`src/rtl/rna_pkg.sv`:
```
`timescale 1ns / 1ps
`default_nettype none
// shared types and constants for the rational number alu
// used by rna_ctrl, rna_dp and the top level; no dependencies

package rna_pkg;

    localparam int DEFAULT_OPERAND_WIDTH = 32;
    localparam int FIELD_W = 32;
    localparam int DATA_W = 64;
    localparam int DEN_W = 63;
    localparam int SHIFT_W = 6;
    localparam int DIV_STEPS = 64;
    localparam int DIV_CNT_W = 6;
    localparam int S_TDATA_W = 136;
    localparam int M_TDATA_W = 136;

    localparam logic [3:0] OP_ADD = 4'd0;
    localparam logic [3:0] OP_SUB = 4'd1;
    localparam logic [3:0] OP_MUL = 4'd2;
    localparam logic [3:0] OP_DIV = 4'd3;
    localparam logic [3:0] OP_NEG = 4'd4;
    localparam logic [3:0] OP_INC = 4'd5;
    localparam logic [3:0] OP_DEC = 4'd6;
    localparam logic [3:0] OP_CMP = 4'd7;
    localparam logic [3:0] OP_RED = 4'd8;

    localparam logic [1:0] ST_OK = 2'd0;
    localparam logic [1:0] ST_ZERO_DEN = 2'd1;
    localparam logic [1:0] ST_OVERFLOW = 2'd2;

    localparam logic [1:0] MUL_X = 2'd0;
    localparam logic [1:0] MUL_Y = 2'd1;
    localparam logic [1:0] MUL_D = 2'd2;

    typedef struct packed {
        logic       load;
        logic       mul_en;
        logic [1:0] mul_sel;
        logic       sum;
        logic       gcd_halve_both;
        logic       gcd_halve_a;
        logic       gcd_step;
        logic       g_from_a;
        logic       g_from_b;
        logic       div_step;
        logic       commit;
    } rna_cmd_t;

    typedef struct packed {
        logic early_exit;
        logic is_cmp;
        logic ga_zero;
        logic both_even;
        logic ga_even;
        logic gb_zero;
    } rna_stat_t;

endpackage

`default_nettype wire

```
`src/rtl/rna_ctrl.sv`:
```
`timescale 1ns / 1ps
`default_nettype none
// controller state machine of the rational number alu
// depends on rna_pkg for the command and status structs

module rna_ctrl (
    input  wire logic               aclk,
    input  wire logic               aresetn,
    input  wire logic               s_tvalid,
    output logic                    s_tready,
    output logic                    m_tvalid,
    input  wire logic               m_tready,
    input  wire rna_pkg::rna_stat_t stat,
    output rna_pkg::rna_cmd_t       cmd
);
    import rna_pkg::*;

    localparam logic [3:0] S_IDLE     = 4'd0;
    localparam logic [3:0] S_MUL_X    = 4'd1;
    localparam logic [3:0] S_MUL_Y    = 4'd2;
    localparam logic [3:0] S_MUL_D    = 4'd3;
    localparam logic [3:0] S_SUM      = 4'd4;
    localparam logic [3:0] S_GCD_TWO  = 4'd5;
    localparam logic [3:0] S_GCD_ODD  = 4'd6;
    localparam logic [3:0] S_GCD_LOOP = 4'd7;
    localparam logic [3:0] S_DIV      = 4'd8;
    localparam logic [3:0] S_COMMIT   = 4'd9;

    logic [3:0]           state_reg, state_next;
    logic [DIV_CNT_W-1:0] cnt_reg, cnt_next;
    logic                 valid_reg, valid_next;
    logic                 out_free;

    assign out_free = !valid_reg || m_tready;
    assign s_tready = (state_reg == S_IDLE);
    assign m_tvalid = valid_reg;

    always_comb begin
        state_next = state_reg;
        cnt_next   = cnt_reg;
        valid_next = valid_reg;
        cmd        = '0;
        if (valid_reg && m_tready) begin
            valid_next = 1'b0;
        end
        unique case (state_reg)
            S_IDLE: begin
                if (s_tvalid) begin
                    cmd.load   = 1'b1;
                    state_next = S_MUL_X;
                end
            end
            S_MUL_X: begin
                if (stat.early_exit) begin
                    state_next = S_COMMIT;
                end else begin
                    cmd.mul_en  = 1'b1;
                    cmd.mul_sel = MUL_X;
                    state_next  = S_MUL_Y;
                end
            end
            S_MUL_Y: begin
                cmd.mul_en  = 1'b1;
                cmd.mul_sel = MUL_Y;
                state_next  = S_MUL_D;
            end
            S_MUL_D: begin
                cmd.mul_en  = 1'b1;
                cmd.mul_sel = MUL_D;
                state_next  = S_SUM;
            end
            S_SUM: begin
                cmd.sum    = 1'b1;
                state_next = stat.is_cmp ? S_COMMIT : S_GCD_TWO;
            end
            S_GCD_TWO: begin
                priority if (stat.ga_zero) begin
                    cmd.g_from_b = 1'b1;
                    cnt_next     = '0;
                    state_next   = S_DIV;
                end else if (stat.both_even) begin
                    cmd.gcd_halve_both = 1'b1;
                end else begin
                    state_next = S_GCD_ODD;
                end
            end
            S_GCD_ODD: begin
                if (stat.ga_even) begin
                    cmd.gcd_halve_a = 1'b1;
                end else begin
                    state_next = S_GCD_LOOP;
                end
            end
            S_GCD_LOOP: begin
                if (stat.gb_zero) begin
                    cmd.g_from_a = 1'b1;
                    cnt_next     = '0;
                    state_next   = S_DIV;
                end else begin
                    cmd.gcd_step = 1'b1;
                end
            end
            S_DIV: begin
                cmd.div_step = 1'b1;
                cnt_next     = cnt_reg + 1'b1;
                if (cnt_reg == DIV_CNT_W'(DIV_STEPS - 1)) begin
                    state_next = S_COMMIT;
                end
            end
            S_COMMIT: begin
                if (out_free) begin
                    cmd.commit = 1'b1;
                    valid_next = 1'b1;
                    state_next = S_IDLE;
                end
            end
            default: begin
                state_next = S_IDLE;
            end
        endcase
    end

    always_ff @(posedge aclk) begin
        if (!aresetn) begin
            state_reg <= S_IDLE;
            cnt_reg   <= '0;
            valid_reg <= 1'b0;
        end else begin
            state_reg <= state_next;
            cnt_reg   <= cnt_next;
            valid_reg <= valid_next;
        end
    end

endmodule

`default_nettype wire

```
`config.mk`:
```
export PLATFORM = sky130hd
export DESIGN_NAME = rna_ctrl
export DESIGN_NICKNAME = d
export VERILOG_FILES = /design/src/rtl/rna_pkg.sv /design/src/rtl/rna_ctrl.sv
export SDC_FILE = /design/constraint.sdc
export NUM_CORES = 1
export LEC_CHECK = 0
export BUFFER_PORTS_ARGS = -buffer_cell sky130_fd_sc_hd__buf_2
export CAP_MARGIN = 5
export CORE_AREA = 8 8 51 53
export CTS_CLUSTER_DIAMETER = 40
export DETAILED_ROUTE_END_ITERATION = 12
export DIE_AREA = 0 0 59 61
export PLACE_DENSITY_LB_ADDON = 0.3
export SYNTH_ARGS = -nofsm -noshare
export SYNTH_HDL_FRONTEND = slang
export SYNTH_SLANG_ARGS = --single-unit
```
`constraint.sdc`:
```
create_clock -name aclk -period 2.3 [get_ports aclk]
set_input_delay 0.345 -clock aclk [delete_from_list [all_inputs] [get_ports aclk]]
set_output_delay 0.345 -clock aclk [all_outputs]
set_load 0.01 [all_outputs]
```
-- Word-level counts from Yosys, hierarchy flattened
Index checks and enable logic that the tools add are counted.
- register bits: 11
- latch bits: 0
- bits in writable memories: 0
- memory bits (read-only): 0
- input port bits: 10
- output and inout bits: 14
- logic and storage cells: 62
- memories: 0
- add/subtract/negate cells: 1
- multipliers: 0
- div/mod/pow operators: 0
- magnitude comparators: 0
- eq/ne operators: 17
- shift-type cells: 0
- multiplexer cells: 34
- bitwise operators: 0
- reduce and logical (&&, ||, !) cells: 7
- operator list (kind ; number):
    $pmux 4 s10 ; 1
    $mux 4 ; 9
    $mux 1 ; 18
    $pmux 6 s3 ; 1
    $eq 4x3->1 const B ; 4
    $mux 6 ; 2
    $ne 2x2->1 const B ; 6
    $pmux 3 s3 ; 1
    $eq 4x2->1 const B ; 2
    $eq 4x4->1 const B ; 2
    $add 6x1->6 const B ; 1
    $eq 6x6->1 const B ; 1
    $reduce_and 6->1 ; 1
    $eq 4x1->1 const B ; 1
    $logic_not 4->1 ; 1
    $mux 3 ; 1
    $ne 3x3->1 const B ; 1
    $reduce_and 3->1 ; 1
    $reduce_bool 3->1 ; 1
    $mux 2 ; 1
    $logic_and 1x1->1 ; 1
    $logic_not 1->1 ; 1
    $logic_or 1x1->1 ; 1

-- Logic depth before layout (Yosys ltp)
- depth after elaboration: 4
- depth in mapped cells: 8
- mapped depth without buffers: 6

-- Worst setup path before layout
OpenSTA, ideal clock, no wires.
- path kind: reg2reg
- start point: reg state_reg[1]
- end point: reg state_reg[0]
- setup time: 115 ps
- arrival time: 1808 ps
- data required time: 2185 ps
- setup slack: 378 ps
- cell stages (with the launch flop): 9
- buffers on the path: 2
- period minus slack after synthesis: 1922 ps
- cell sequence: dfxtp_1 buf_4 or4b_1 buf_6 inv_6 o21a_4 nor4_1 mux2_1 o21a_1
- word-level cells in the longest chain between the ends: 3
- elaborated cells on any way between the ends: 18
- classes of those cells: eq/ne: 15; mux: 1; reduce/logical: 2
- ends and longest elaborated chain (element ; line ; RTL):
    start, declared ; rna_ctrl.sv:29 ; logic [3:0] state_reg, state_next;
    start signal, assigned ; rna_ctrl.sv:129 ; state_reg <= state_next;
    $eq 4x3->1, or another cell as far along ; rna_ctrl.sv:46 ; unique case (state_reg)
    $ne 3x3->1 (no line) / $ne 2x2->1 (equally long branches) ; -- ;
    $reduce_and 6->1 (no line) ; -- ;
Parallel ways exist; a longest one is shown, timed or not.
A chain may end at the register's enable or synchronous reset.

-- Final worst setup path
- start point: reg state_reg[0]
- end point: reg state_reg[2]
The elaborated chain is that of the path after synthesis.

==> results.sh <==
export IMPL_status="complete, no violations"
export IMPL_cts_buffers=3
export IMPL_max_cap_violations=0
export IMPL_whs_ns=0.392
export IMPL_layout_cells_most_common_list="buf_2 (23), dfxtp_1 (11), nand2_1 (9)"
export IMPL_hold_buffers=0
export IMPL_netlist_area_um2=845
export IMPL_initial_utilization_pct=45.9
export IMPL_synth_top_family_by_area="simple AND/OR/NAND/NOR gates"
export IMPL_clkSlewWorstSetupHoldPaths_ns=0.07
export IMPL_cp_startpoint="state_reg[0]$_SDFFE_PN0P_"
export IMPL_slowest_stage="dfxtp_1"
export IMPL_overflow=0
export IMPL_async_flop_share_pct=0
export IMPL_finalCritPeriodShare_pct=89.8
export IMPL_first_pass_iters=4
export IMPL_ios=24
export IMPL_ant_nets=0
export IMPL_muxShareOfSynthArea_pct=2.67
export IMPL_synthAdderAreaFrac_pct=1.48
export IMPL_ir_drop_mv=0.496
export IMPL_cellPowerDensity_nw_per_um2=895
export IMPL_rsz0062_at_grt="false"
export IMPL_largest_register_ffs=6
export IMPL_dieHeight_um=61
export IMPL_finalMaxSlewViolations=0
export IMPL_hp_class="in2reg"
export IMPL_slowest_delay_ns=0.48
export IMPL_synth_xor_area_share_pct=0
export IMPL_dpl_hpwl_um=1720
export IMPL_clockBufferDepth=2
export IMPL_fin_util_pct=54.7
export IMPL_path_buf_inv=1
export IMPL_num_rows=16
export IMPL_insertedDiodeCount=0
export IMPL_synthSimpleGateAreaFrac_pct=35.1
export IMPL_fin_crit_ns=2.06
export IMPL_ys_warn_count=0
export IMPL_cts_sinks=11
export IMPL_fin_area_um2=1010
export IMPL_path_cells="buf_4 -> nand2b_1 -> a211oi_1 -> or4_4 -> nor4_1 -> o31a_1"
export IMPL_drt_wirelength_per_cell_um=13.3
export IMPL_synth_compound_area_share_pct=25.5
export IMPL_nFillCells=212
export IMPL_avgSynthCellArea_um2=7.68
export IMPL_tightest_slew_ns=0.507
export IMPL_dieArea_um2=3600
export IMPL_crit_arrival_ns=2.27
export IMPL_hold_viol_final=0
export IMPL_drt_iter0_drc=15
export IMPL_slew_headroom_pct=66.0
export IMPL_wl_um=2120
export IMPL_final_common_cell="buf_2"
export IMPL_h_tree_depth=1
export IMPL_portBuffers=23
export IMPL_post_cts_setup_buffers=0
export IMPL_cp_endpoint="state_reg[2]$_SDFFE_PN0P_"
export IMPL_clock_latency_ns=0.27
export IMPL_cpLargestDelayFamily="simple AND/OR/NAND/NOR gates"
export IMPL_cts_root_buffer="clkbuf_4"
export IMPL_tns_ns=0
export IMPL_synth_distinct_cells=39
export IMPL_reg2reg_slack_ns=0.24
export IMPL_layout_nets=145
export IMPL_vias_per_cell=5.26
export IMPL_setup_viol=0
export IMPL_ys_ff_latch=11
export IMPL_r2r_start="state_reg[0]$_SDFFE_PN0P_"
export IMPL_seq_area_frac_synth_pct=26.1
export IMPL_cp_start_kind="flop"
export IMPL_grtUsageTotal_pct=13.2
export IMPL_syn_inst=110
export IMPL_rr_worst_depth=6
export IMPL_path_class="reg2reg"
export IMPL_grt_pass1_vias=776
export IMPL_grt_start_max_net_pins=16
export IMPL_antenna_found_initial=0
export IMPL_area_growth_pct=19.3
export IMPL_place_congestion=0.854
export IMPL_cellLeakagePower_nw=0.424
export IMPL_die_width_um=59
export IMPL_cp_depth=6
export IMPL_drive_gt1_share_pct=27.8
export IMPL_synth_edf_count=0
export IMPL_num_vias=842
export IMPL_cts_tree="done"
export IMPL_required_ns=2.51
export IMPL_drc=0
export IMPL_clock_fmax_mhz=484
export IMPL_fin_skew_ns=0.00113
export IMPL_synthFlopType="dfxtp_1"
export IMPL_cp_max_fo=12
export IMPL_fin_ws_ns=0.235
export IMPL_core_area_um2=1840
export IMPL_r2r_end="state_reg[2]$_SDFFE_PN0P_"
export IMPL_dpl_worst_slack_ns=0.237
export IMPL_cts_resized=0
export IMPL_grt_pass1_wl_um=3640
export IMPL_place_area_um2=981
export IMPL_worstSetupEndpointType="flop"
export IMPL_syn_nets=121
synth_stat cells, types with 2 or more instances:
master	n	area (um2)
a21oi_1	4	20.0
a21boi_0	3	22.5
o21ai_0	7	35.0
nor4_1	3	18.8
buf_4	2	15.0
nand2_1	9	33.8
clkbuf_1	4	15.0
a31oi_1	4	25.0
nor2b_1	3	18.8
o21a_1	3	22.5
nand3_1	3	15.0
nor2_1	8	30.0
o211ai_1	2	15.0
nor3_1	8	40.0
dfxtp_1	11	220
nand2b_1	7	43.8
nand3b_1	3	22.5
inv_1	5	18.8
stage by stage:
stage	instances	power, mW
3_3_place_gp	156	0.765
4_1_cts	160	0.912
5_1_grt	160	0.986
3_5_place_dp	156	0.776
2_1_floorplan	110	0.652
6_report	160	0.902
layout make-up:
class | instances | area [um2] | share of cell area (%)
Clock buffer | 4 | 26.3 | 2.61
Inverter | 6 | 27.5 | 2.73
Multi-Input combinational cell | 84 | 547 | 54.3
Sequential cell | 11 | 220 | 21.9
Tap cell | 27 | 33.8 | 3.35
Timing Repair Buffer | 28 | 153 | 15.2
where the power goes:
| part | switching (mW) | leakage (nW) | internal, mW | total (mW) |
|---|---|---|---|---|
| clock network | 0.0658 | 0.0150 | 0.0672 | 0.133 |
| logic | 0.263 | 0.320 | 0.234 | 0.497 |
| registers | 0.0517 | 0.0894 | 0.221 | 0.272 |
metal layers:
layer	wire [um]	vias up	track usage, %	share of wire (%)
met2	1050	21	20.9	50
met5	0	-	0	0
met1	948	376	15.5	45
met3	72	5	3.18	3.4
li1	-	440	-	-
met4	48	0	9.22	2.3
worst min path at each step:
stage                                        from                         to  slack, ns  cells past startpoint
after floorplan           cnt_reg[5]$_SDFFE_PN0P_    cnt_reg[5]$_SDFFE_PN0P_       0.43                      1
after global placement    cnt_reg[4]$_SDFFE_PN0P_    cnt_reg[4]$_SDFFE_PN0P_       0.46                      1
after detailed placement  cnt_reg[4]$_SDFFE_PN0P_    cnt_reg[4]$_SDFFE_PN0P_       0.45                      1
after CTS                                m_tready        m_tvalid$_SDFF_PN0_       0.39                      3
after global routing                      aresetn  state_reg[0]$_SDFFE_PN0P_       0.40                      2
final                                     aresetn  state_reg[0]$_SDFFE_PN0P_       0.39                      2
worst reg2reg max path, cell delays in order (launching register included):
cell and delay, ns:
dfxtp_1 0.48, buf_4 0.25, nand2b_1 0.15, a211oi_1 0.13
or4_4 0.48, nor4_1 0.34, o31a_1 0.18
kinds of logic (layout without fill, tap and decap cells):
| group | count (synthesis) | in the layout |
|---|---|---|
| AOI/OAI and AO/OA | 29 | 29 |
| adders and majority gates | 1 | 1 |
| buffers and inverters | 15 | 38 |
| DFF | 11 | 11 |
| muxes | 2 | 2 |
| and+or+nand+nor | 52 | 52 |
No activity file was read; power rests on OpenSTA's default activity.
